`config.mk`:
```
export PLATFORM = sky130hd
export DESIGN_NAME = cv_duty_regulator_softstart_flat
export DESIGN_NICKNAME = d
export VERILOG_FILES = /design/src/design/cvdr_pkg.sv /design/src/design/cvdr_if.sv /design/src/design/cv_duty_regulator_softstart.sv /design/src/flat_wrapper.sv
export SDC_FILE = /design/constraint.sdc
export NUM_CORES = 1
export LEC_CHECK = 0
export ABC_AREA = 1
export BUFFER_PORTS_ARGS = -buffer_cell sky130_fd_sc_hd__buf_4
export CORE_ASPECT_RATIO = 0.6
export CORE_UTILIZATION = 30
export DETAILED_ROUTE_END_ITERATION = 7
export GPL_ROUTABILITY_DRIVEN = 0
export GPL_TIMING_DRIVEN = 0
export HOLD_SLACK_MARGIN = 0.02
export PLACE_DENSITY = 0.53
export SYNTH_ARGS = -nofsm -noshare
export SYNTH_HDL_FRONTEND = slang
export SYNTH_SLANG_ARGS = --single-unit
```
`constraint.sdc`:
```
create_clock -name clk_i -period 9.2 [get_ports clk_i]
set_input_delay 1.38 -clock clk_i [delete_from_list [all_inputs] [get_ports clk_i]]
set_output_delay 1.38 -clock clk_i [all_outputs]
set_load 0.03 [all_outputs]
```
`src/design/cvdr_pkg.sv`:
```
`timescale 1ns / 1ps

package cvdr_pkg;

  localparam int unsigned MV_W     = 16;
  localparam int unsigned TIME_W   = 32;
  localparam int unsigned DUTY_W   = 10;
  localparam int unsigned PERIOD_W = 8;
  localparam int unsigned PCT_W    = 7;
  localparam int unsigned CFG_IDX_W  = 3;
  localparam int unsigned CFG_DATA_W = 16;
  localparam int unsigned PROD_W     = 23;

  localparam int unsigned PCT_FULL = 100;

  localparam logic [MV_W-1:0]     TARGET_RST  = MV_W'(5000);
  localparam logic [MV_W-1:0]     RIPPLE_RST  = MV_W'(2200);
  localparam logic [MV_W-1:0]     STEP_RST    = MV_W'(1);
  localparam logic [PERIOD_W-1:0] PERIOD_RST  = PERIOD_W'(5);
  localparam logic [PCT_W-1:0]    SNUB_RST    = PCT_W'(3);
  localparam logic [DUTY_W-1:0]   FLOOR_RST   = '0;
  localparam logic [DUTY_W-1:0]   CEILING_RST = DUTY_W'(1023);
  localparam logic [PROD_W-1:0]   PROD_RST    = PROD_W'(5000 * (100 - 3));

  localparam int unsigned RESET_PREV_MV_DEF = 20000;

  typedef enum logic [1:0] {
    MODE_SOFT = 2'd0,
    MODE_ON   = 2'd1,
    MODE_SNUB = 2'd2
  } mode_e;

  typedef enum logic [CFG_IDX_W-1:0] {
    CFG_TARGET  = 3'd0,
    CFG_RIPPLE  = 3'd1,
    CFG_STEP    = 3'd2,
    CFG_PERIOD  = 3'd3,
    CFG_SNUB    = 3'd4,
    CFG_FLOOR   = 3'd5,
    CFG_CEILING = 3'd6
  } cfg_idx_e;

  typedef struct packed {
    logic              restart;
    logic              output_enable;
    logic [MV_W-1:0]   output_mv;
    logic [TIME_W-1:0] time_ticks;
  } in_word_t;

endpackage

```
`src/design/cvdr_if.sv`:
```
`timescale 1ns / 1ps

interface cvdr_in_if;
  logic                           valid;
  logic                           ready;
  logic                           restart;
  logic                           output_enable;
  logic [cvdr_pkg::MV_W-1:0]      output_mv;
  logic [cvdr_pkg::TIME_W-1:0]    time_ticks;

  modport source (output valid, output restart, output output_enable, output output_mv,
                  output time_ticks, input ready);
  modport sink (input valid, input restart, input output_enable, input output_mv,
                input time_ticks, output ready);
endinterface

interface cvdr_out_if;
  logic                           valid;
  logic                           ready;
  logic [cvdr_pkg::DUTY_W-1:0]    duty_count;
  logic [1:0]                     reg_mode;
  logic                           power_fault;

  modport source (output valid, output duty_count, output reg_mode, output power_fault,
                  input ready);
  modport sink (input valid, input duty_count, input reg_mode, input power_fault,
                output ready);
endinterface

```
`src/design/cv_duty_regulator_softstart.sv`:
```
`timescale 1ns / 1ps

// channel   dir  word
// in_i      in   restart, output_enable, output_mv, time_ticks
// out_o     out  duty_count, reg_mode, power_fault
// cfg       in   cfg_we_i, cfg_idx_i, cfg_data_i (write only)
//
// one word per cycle sustained while out_o.ready holds; a result is shown once its input word
// has passed the input register, then one pass of compare logic into the state registers
// the snub threshold product is registered when target or snub percent is written
// rst_ni clears regulator state and config to defaults, no clearing pass
// a stalled result holds; one more input word is buffered, then in_i.ready drops

module cv_duty_regulator_softstart #(
  parameter int unsigned RESET_PREV_MV = cvdr_pkg::RESET_PREV_MV_DEF
) (
  input  logic                             clk_i,
  input  logic                             rst_ni,
  cvdr_in_if.sink                          in_i,
  cvdr_out_if.source                       out_o,
  input  logic                             cfg_we_i,
  input  logic [cvdr_pkg::CFG_IDX_W-1:0]   cfg_idx_i,
  input  logic [cvdr_pkg::CFG_DATA_W-1:0]  cfg_data_i
);
  import cvdr_pkg::*;

  localparam logic [MV_W-1:0] PREV_RST = MV_W'(RESET_PREV_MV);

  logic [MV_W-1:0]     target_q, ripple_q, step_q;
  logic [PERIOD_W-1:0] period_q;
  logic [PCT_W-1:0]    snub_q;
  logic [DUTY_W-1:0]   floor_q, ceiling_q;
  logic [PROD_W-1:0]   prod_q, prod_d;
  logic [MV_W-1:0]     mul_a;
  logic [PCT_W-1:0]    mul_b;

  logic     in_vld_q;
  in_word_t in_word_q;
  logic     out_vld_q;
  logic     advance, process;

  mode_e             mode_q, mode_d;
  logic [DUTY_W-1:0] duty_q, duty_d;
  logic              fault_q, fault_d;
  logic [MV_W-1:0]   prev_q, prev_d;
  logic [TIME_W-1:0] last_q, last_d;

  logic [MV_W:0]     mv_ext, trip_lvl, rise_lvl, mv_inc;
  logic [PROD_W-1:0] mv_scaled;
  logic [TIME_W-1:0] elapsed;
  logic              over, below, lt, gt, hold;
  mode_e             m1, m2;
  logic [DUTY_W-1:0] d1, d2;
  logic              f1, f2;

  // snub threshold product, kept in step with the config registers
  always_comb begin
    mul_a = (cfg_we_i && cfg_idx_i == CFG_TARGET) ? cfg_data_i : target_q;
    mul_b = (cfg_we_i && cfg_idx_i == CFG_SNUB) ? cfg_data_i[PCT_W-1:0] : snub_q;
    if (mul_b < PCT_W'(PCT_FULL)) begin
      prod_d = PROD_W'(mul_a) * PROD_W'(PCT_W'(PCT_FULL) - mul_b);
    end else begin
      prod_d = '0;
    end
  end

  always_ff @(posedge clk_i or negedge rst_ni) begin
    if (!rst_ni) begin
      target_q  <= TARGET_RST;
      ripple_q  <= RIPPLE_RST;
      step_q    <= STEP_RST;
      period_q  <= PERIOD_RST;
      snub_q    <= SNUB_RST;
      floor_q   <= FLOOR_RST;
      ceiling_q <= CEILING_RST;
      prod_q    <= PROD_RST;
    end else begin
      prod_q <= prod_d;
      if (cfg_we_i) begin
        unique case (cfg_idx_i)
          CFG_TARGET:  target_q  <= cfg_data_i;
          CFG_RIPPLE:  ripple_q  <= cfg_data_i;
          CFG_STEP:    step_q    <= cfg_data_i;
          CFG_PERIOD:  period_q  <= cfg_data_i[PERIOD_W-1:0];
          CFG_SNUB:    snub_q    <= cfg_data_i[PCT_W-1:0];
          CFG_FLOOR:   floor_q   <= cfg_data_i[DUTY_W-1:0];
          CFG_CEILING: ceiling_q <= cfg_data_i[DUTY_W-1:0];
          default: ;
        endcase
      end
    end
  end

  assign advance    = !out_vld_q || out_o.ready;
  assign process    = in_vld_q && advance;
  assign in_i.ready = !in_vld_q || advance;

  always_ff @(posedge clk_i or negedge rst_ni) begin
    if (!rst_ni) begin
      in_vld_q  <= 1'b0;
      out_vld_q <= 1'b0;
    end else begin
      if (in_i.valid && in_i.ready) begin
        in_vld_q <= 1'b1;
      end else if (advance) begin
        in_vld_q <= 1'b0;
      end
      if (advance) begin
        out_vld_q <= in_vld_q;
      end
    end
  end

  always_ff @(posedge clk_i) begin
    if (in_i.valid && in_i.ready) begin
      in_word_q <= '{restart: in_i.restart, output_enable: in_i.output_enable,
                     output_mv: in_i.output_mv, time_ticks: in_i.time_ticks};
    end
  end

  // one tick of regulation
  always_comb begin
    mv_ext    = {1'b0, in_word_q.output_mv};
    trip_lvl  = {1'b0, target_q} + {1'b0, ripple_q};
    rise_lvl  = {1'b0, prev_q} + {1'b0, step_q};
    mv_inc    = mv_ext + (MV_W+1)'(1);
    mv_scaled = {mv_inc, 6'b0} + {1'b0, mv_inc, 5'b0} + {4'b0, mv_inc, 2'b0};
    elapsed   = in_word_q.time_ticks - last_q;
    over  = (mode_q == MODE_ON) && (mv_ext > trip_lvl);
    below = (snub_q < PCT_W'(PCT_FULL)) && (mv_scaled <= prod_q);
    lt    = in_word_q.output_mv < target_q;
    gt    = in_word_q.output_mv > target_q;

    m1 = over ? MODE_SNUB : mode_q;
    d1 = over ? '0 : duty_q;
    f1 = over ? 1'b1 : fault_q;

    m2 = m1;
    d2 = d1;
    f2 = f1;
    hold = !in_word_q.output_enable || (m1 == MODE_SNUB && !below);
    if (m1 == MODE_SNUB && below) begin
      if (snub_q == '0) begin
        m2 = MODE_ON;
        f2 = 1'b0;
      end else begin
        m2 = MODE_SOFT;
        d2 = '0;
      end
    end

    mode_d  = m1;
    duty_d  = d1;
    fault_d = f1;
    prev_d  = prev_q;
    last_d  = last_q;

    if (in_word_q.restart) begin
      mode_d  = MODE_SOFT;
      duty_d  = '0;
      fault_d = 1'b0;
      prev_d  = PREV_RST;
    end else if (!hold) begin
      mode_d  = m2;
      duty_d  = d2;
      fault_d = f2;
      prev_d  = in_word_q.output_mv;
      if (lt && d2 < ceiling_q) begin
        if (m2 == MODE_SOFT) begin
          if (elapsed >= TIME_W'(period_q)) begin
            last_d = in_word_q.time_ticks;
            if (mv_ext <= rise_lvl) begin
              duty_d = d2 + DUTY_W'(1);
            end
          end
        end else begin
          duty_d = d2 + DUTY_W'(1);
        end
      end else if (gt && d2 > floor_q) begin
        duty_d = d2 - DUTY_W'(1);
      end
      if (m2 == MODE_SOFT && (gt || !lt || duty_d == ceiling_q)) begin
        mode_d  = MODE_ON;
        fault_d = 1'b0;
      end
    end
  end

  always_ff @(posedge clk_i or negedge rst_ni) begin
    if (!rst_ni) begin
      mode_q  <= MODE_SOFT;
      duty_q  <= '0;
      fault_q <= 1'b0;
      prev_q  <= PREV_RST;
      last_q  <= '0;
    end else if (process) begin
      mode_q  <= mode_d;
      duty_q  <= duty_d;
      fault_q <= fault_d;
      prev_q  <= prev_d;
      last_q  <= last_d;
    end
  end

  assign out_o.valid       = out_vld_q;
  assign out_o.duty_count  = duty_q;
  assign out_o.reg_mode    = mode_q;
  assign out_o.power_fault = fault_q;

endmodule

```
`src/flat_wrapper.sv`:
```
// flat-port wrapper written by rule: the top's interface ports become plain ports
module cv_duty_regulator_softstart_flat import cvdr_pkg::*;
#(
  parameter int unsigned RESET_PREV_MV = cvdr_pkg::RESET_PREV_MV_DEF
)
  (clk_i, rst_ni, cfg_we_i, cfg_idx_i, cfg_data_i, in_i_valid, in_i_restart, in_i_output_enable, in_i_output_mv, in_i_time_ticks, in_i_ready, out_o_valid, out_o_duty_count, out_o_reg_mode, out_o_power_fault, out_o_ready);
  cvdr_in_if in_i_i ();
  cvdr_out_if out_o_i ();
  input  logic clk_i;
  input  logic rst_ni;
  input  logic cfg_we_i;
  input  logic [cvdr_pkg::CFG_IDX_W-1:0] cfg_idx_i;
  input  logic [cvdr_pkg::CFG_DATA_W-1:0] cfg_data_i;
  input wire logic [$bits(in_i_i.valid)-1:0] in_i_valid;
  input wire logic [$bits(in_i_i.restart)-1:0] in_i_restart;
  input wire logic [$bits(in_i_i.output_enable)-1:0] in_i_output_enable;
  input wire logic [$bits(in_i_i.output_mv)-1:0] in_i_output_mv;
  input wire logic [$bits(in_i_i.time_ticks)-1:0] in_i_time_ticks;
  output wire logic [$bits(in_i_i.ready)-1:0] in_i_ready;
  output wire logic [$bits(out_o_i.valid)-1:0] out_o_valid;
  output wire logic [$bits(out_o_i.duty_count)-1:0] out_o_duty_count;
  output wire logic [$bits(out_o_i.reg_mode)-1:0] out_o_reg_mode;
  output wire logic [$bits(out_o_i.power_fault)-1:0] out_o_power_fault;
  input wire logic [$bits(out_o_i.ready)-1:0] out_o_ready;
  assign in_i_i.valid = in_i_valid;
  assign in_i_i.restart = in_i_restart;
  assign in_i_i.output_enable = in_i_output_enable;
  assign in_i_i.output_mv = in_i_output_mv;
  assign in_i_i.time_ticks = in_i_time_ticks;
  assign in_i_ready = in_i_i.ready;
  assign out_o_valid = out_o_i.valid;
  assign out_o_duty_count = out_o_i.duty_count;
  assign out_o_reg_mode = out_o_i.reg_mode;
  assign out_o_power_fault = out_o_i.power_fault;
  assign out_o_i.ready = out_o_ready;
  cv_duty_regulator_softstart #(.RESET_PREV_MV(RESET_PREV_MV)) u_core (.clk_i(clk_i), .rst_ni(rst_ni), .in_i(in_i_i), .out_o(out_o_i), .cfg_we_i(cfg_we_i), .cfg_idx_i(cfg_idx_i), .cfg_data_i(cfg_data_i));
endmodule
```
* Word-level counts from Yosys, hierarchy flattened
Cells that the tools add are included.
Storage, ports and cells: register bits 219, input bits 74, output and inout bits 15, word-level logic and storage cells 116
Cells by class: reduce and logical (&&, ||, !) cells 34, add/sub/neg operators 9, mux-type cells 31, bitwise gates (word level) 2, multiply operators 1, $lt $le $gt $ge 10, eq/ne operators 10
Operator list (number):
- 10-bit 2-to-1 mux | 12
- 16-bit 2-to-1 mux | 3
- 16-bit by 16-bit adder with 17-bit output | 2
- 32-bit by 8-bit greater-or-equal comparator with 1-bit output | 1
- 32-bit subtractor | 1
- 23-bit by 19-bit adder with 23-bit output | 1
- 23-bit by 22-bit adder with 23-bit output | 1
- 23-bit less-or-equal comparator | 1
- 16-bit by 23-bit multiplier with 23-bit output | 1
- 23-bit 2-to-1 mux | 1
- 16-bit by 1-bit adder with 17-bit output (second input constant) | 1
- 16-bit by 17-bit > comparator with 1-bit output | 1
- 16-bit by 17-bit less-or-equal comparator with 1-bit output | 1
- 16-bit > comparator | 1
- 16-bit < comparator | 1
- 2-bit AND reduction | 8
- 7-bit < comparator (second input constant) | 2
- 1-bit logical AND | 11
- 10-bit by 1-bit adder with 10-bit output (second input constant) | 1
- 10-bit equality test | 1
- 10-bit > comparator | 1
- 10-bit < comparator | 1
- 2-bit 2-to-1 mux | 5
- 10-bit by 1-bit subtractor with 10-bit output (second input constant) | 1
- 17 further kinds | 37

* Depth between registers and ports, before layout
depth after elaboration 20, depth in mapped cells 68, depth with buffers taken out 67

* Worst setup path before layout
Ideal clock, no wire load.
path type in2reg, from input cfg_idx_i[1] (netlist bit), to register u_core.prod_q[21], stages on the path 39, arrival 8.395 ns, library setup time 0.124 ns, buffers on the path 2, slack 0.681 ns, data required time 9.076 ns, cells stage by stage nor2_1 > nand2_1 > clkbuf_1 > o21ai_0 > a21oi_1 > or2_2 > nor2_1 > nor2_1 > inv_1 > clkbuf_1 > nor2_1 > fa_1 > fa_1 > fa_1 > fa_1 > inv_1 > fa_1 > inv_1 > [3 not listed] > nor3_1 > nand2_1 > o311ai_0 > a31o_2 > nand2_1 > inv_1 > o21ai_0 > nand2_1 > nand2_1 > nand2_1 > a21oi_1 > nor2_1 > o21ai_0 > nand2_1 > a21oi_1 > o21bai_1 > o21ai_0 > a21oi_1
Between the ends: word-level cells in the longest chain between the ends 6, elaborated cells between the ends (all ways) 10, classes of those cells 1 x add/sub; 1 x mul; 1 x order compare; 1 x eq/ne; 3 x mux; 3 x reduce/logical
RTL lines:
- start: declaration | line flat_wrapper.sv:12 | input logic [cvdr_pkg::CFG_IDX_W-1:0] cfg_idx_i;
- 3-bit equality test | line cv_duty_regulator_softstart.sv:59 | mul_b = (cfg_we_i && cfg_idx_i == CFG_SNUB) ? cfg_data_i[PCT_W-1:0] : snub_q;
- 1-bit logical AND | line cv_duty_regulator_softstart.sv:59
- 7-bit 2-to-1 mux | line cv_duty_regulator_softstart.sv:59
- 7-bit by 7-bit subtractor with 8-bit output | line cv_duty_regulator_softstart.sv:61 | prod_d = PROD_W'(mul_a) * PROD_W'(PCT_W'(PCT_FULL) - mul_b);
- 16-bit by 23-bit multiplier with 23-bit output | line cv_duty_regulator_softstart.sv:61
- 23-bit 2-to-1 mux * | line cv_duty_regulator_softstart.sv:60 | if (mul_b < PCT_W'(PCT_FULL)) begin
- named net u_core.prod_d[21] | line cv_duty_regulator_softstart.sv:33 | logic [PROD_W-1:0] prod_q, prod_d;
- end signal: assignment | line cv_duty_regulator_softstart.sv:78 | prod_q <= prod_d;
- end: declaration | line cv_duty_regulator_softstart.sv:33
The timed path passes the listed nets; every way through them passes the cells marked *. A chain may end at the register's enable or synchronous reset.

* Worst setup path after layout
from input cfg_idx_i[1] (netlist bit), to register u_core.prod_q[22]
The elaborated chain is that of the path after synthesis.

==> summary.txt <==
Min path
  • Hold Path Sink: u_core.period_q[7]
  • Cell count of the worst hold path: 2
  • Worst Hold Launch: u_core.period_q[7]
  • Worst min path class: flop to flop

STA
  • Post-Route Skew: 0.02797 ns
  • Max Fclk: 0.1142 GHz
  • Slew headroom: 0.2245
  • Finish-stage setup viols: 0
  • Post-layout minimum cycle time: 8.755 ns
  • Fin crit share: 0.9517
  • Final max-slew violation count: 0
  • RSZ-0062 raised after global routing: yes
  • Final Hold Fails: 0
  • Worst Tran Pin Value: 1.154 ns

Synthesis
  • Simple-gate portion of the synthesized area: 0.2061
  • Netlist cell types: 61
  • Compound-Gate Fraction of Synth Area: 0.1065
  • Syn Inst Count: 2850
  • Mapped cell area: 21940 um2
  • Register area share after synthesis: 0.2633
  • Main combinational cell family by area after synthesis: adder cells
  • Warnings, synthesis: 0
  • Synth Area in XOR/XNOR: 0.03672
  • Synth Flop Type: dfrtp_1
  • Post-synthesis mux area share: 0.0005132
  • Syn nets: 3321
  • Avg Inst Size Synth: 7.699 um2
  • FF+latch count, synth: 219
  • Post-synth EDFFs: 50
  • Ys async rst share: 0.7717
  • Synth Area in Adders: 0.2777

Setup path
  • Critical path startpoint category: primary input
  • Most frequent CP cell: nand2_1
  • Kind of critical path: primary input to flop
  • Worst path max stage delay: 0.52 ns
  • WP data required: 9.66 ns
  • CP max-delay cell: fa_1
  • Reg2reg end: u_core.out_o.power_fault
  • R2R cell count: 64
  • Worst setup EP type: flop
  • R2R Path Start: u_core.in_word_q[35]
  • Max FO, Critical Path: 10
  • Critical path arrival: 9.22 ns
  • Register-to-register setup slack: 0.63 ns

Final layout
  • Ant. Diodes: 0
  • Nets: 3486
  • Share of layout cells above drive strength 1: 0.1238
  • Core Util, Final: 0.3569
  • Synthesis-to-finish area growth: 17.25%

Global routing
  • GRT overflow: 0
  • GRT Total Usage: 0.1812
  • Largest net degree at the start of global routing: 109
  • Vias in the first global route: 16790
  • Global-route wire length before repair: 102.2 mm
  • Initial antenna violation count: 3

Detailed routing
  • Detailed-route via count: 18700
  • DRT Wirelength: 67.61 mm
  • Initial drt markers: 1680
  • Drt via density: 4.661
  • Routed len/inst: 16.85 um
  • 1st-pass router iterations: 5
  • Remaining DRCs: 0
  • ANT nets after route: 0

Floorplan
  • Ports: 89
  • CORE AREA: 72080 um2
  • Row count: 76
  • Initial Util: 0.3044
  • Die area: 74260 um2
  • Die W: 351.1 um
  • Chip height: 211.5 um

CTS
  • Hold bufs inserted after CTS: 0
  • Num CTS Buffers: 28
  • Root Buffer: clkbuf_16
  • CTS tree: built
  • CTS H-tree lvls: 1
  • Sink Count: 219
  • Max clock buf depth: 3
  • Clk_lat worst skew: 0.59 ns
  • Clk slew on worst S/H paths: 0.06 ns

Run
  • Maxcap violations: 0

Run status
  • Status: finished clean

Placed design
  • IO Port Bufs: 88
  • Hpwl dp: 55.75 mm
-- cell usage in the layout (no fill, tap or decap), types with 50 or more instances in the layout --
master,n
nand2_1,609
inv_1,570
ha_1,238
nor2_1,230
a21oi_1,162
o21ai_0,148
fa_1,147
dfrtp_1,131
buf_4,129
nand3_1,97
xor2_1,62
edfxtp_1,50
-- critical path, delay by kind of cell --
kind,cells,cell delay (ns)
and+or+nand+nor,18,2.00
adders and majority gates,8,2.93
AOI/OAI and AO/OA,9,1.58
buffers and inverters,12,1.29
-- timing repair --
action	CTS	global route
pin swaps	2	41
setup endpoints to repair	48	51
gates cloned	0	1
gates resized for setup	15	132
setup buffers	10	35
-- synthesized netlist by cell type (3+ instances only) --
cell      count  area share
nand2_4       4      0.0021
ha_1        247        0.14
o22ai_1       8      0.0023
nand4_1      36       0.010
nand2_1     626        0.11
inv_1       583        0.10
o211ai_1      5      0.0017
inv_2         6      0.0010
o21ai_0     160       0.036
dfstp_2      38       0.046
nand2_2      15      0.0043
a21o_1        9      0.0031
nor2_2        7      0.0020
clkbuf_1     33      0.0056
nor3_1       27      0.0062
nor3_2        4      0.0018
dfrtp_1     131        0.15
o21ai_1      13      0.0030
xnor2_1      23      0.0092
fa_1        150        0.14
a21oi_1     172       0.039
nand3b_1      5      0.0017
a31oi_1       5      0.0014
xor2_1       69       0.028
clkinv_1      5     0.00086
o21bai_1     24      0.0082
a211oi_1      4      0.0014
nor2_1      243       0.042
nand3_1     101       0.023
and3_1        3     0.00086
or2_2         4      0.0011
edfxtp_1     50       0.068
nor4_1        4      0.0011
a21oi_2       3      0.0012
-- worst max-delay path by stage --
stage / from / endpoint / slack, ns / cells past startpoint
3_5_place_dp: cfg_idx_i[1] / u_core.prod_q[22] / -1.14 / 45
2_1_floorplan: cfg_idx_i[1] / u_core.prod_q[21] / 0.68 / 39
5_1_grt: u_core.in_word_q[40] / u_core.out_o.power_fault / -0.08 / 62
4_1_cts: cfg_we_i / u_core.prod_q[21] / 0.01 / 41
6_report: cfg_idx_i[1] / u_core.prod_q[22] / 0.44 / 47
3_3_place_gp: cfg_idx_i[1] / u_core.prod_q[22] / -1.12 / 46
-- routing by layer --
metal	part of all wire	track usage	wire (um)	up-vias
li1	-	-	-	9330
met1	0.55	0.3128	37460	8785
met2	0.35	0.2178	23700	541
met3	0.084	0.04182	5669	42
met4	0.012	0.02294	778	0
met5	0	0	0	-
-- stage by stage --
step	instance area, um2	setup slack [ns]	TNS [ns]	hold WS [ns]	instances
after floorplan	21940	0.6806	0	0.4530	2850
after global placement	23820	-1.115	-13.21	0.4710	3913
after detailed placement	23900	-1.138	-13.73	0.4743	3916
after CTS	24990	0.01380	0	0.4897	3977
after global routing	25730	-0.08304	-0.08304	0.5097	4012
final	25730	0.4446	0	0.4837	4012
-- cell families after synthesis --
family / Yosys count
buffers and inverters: 633
multiplexers: 1
flip-flops: 219
AO/OA/AOI/OAI: 422
XOR/XNOR: 92
AND/OR/NAND/NOR: 1086
adder cells (fa/ha/maj): 397
-- area by class of cell --
class	instances	area [um2]
timing repair buffer	137	1114
tap	975	1220
multi-input combinational	1998	14230
fill	7767	46350
buffer	36	185.2
clock inverter	18	171.4
clock buffer	34	775.7
inverter	595	2250
sequential	219	5778
-- state kept, by name, indices dropped and copies added, names as in the netlist, 2 cells and up --
name / count
u_core.period_q: 8
u_core.out_o.duty_count: 10
u_core.ripple_q: 16
u_core.prev_q: 16
u_core.snub_q: 7
u_core.in_word_q: 50
u_core.step_q: 16
u_core.out_o.reg_mode: 2
u_core.floor_q: 10
u_core.target_q: 16
u_core.last_q: 32
u_core.ceiling_q: 10
u_core.prod_q: 23
Power is left out: the tool's default activity adds up to more than one toggle a clock period on the data nets, which glitch-free logic cannot reach.
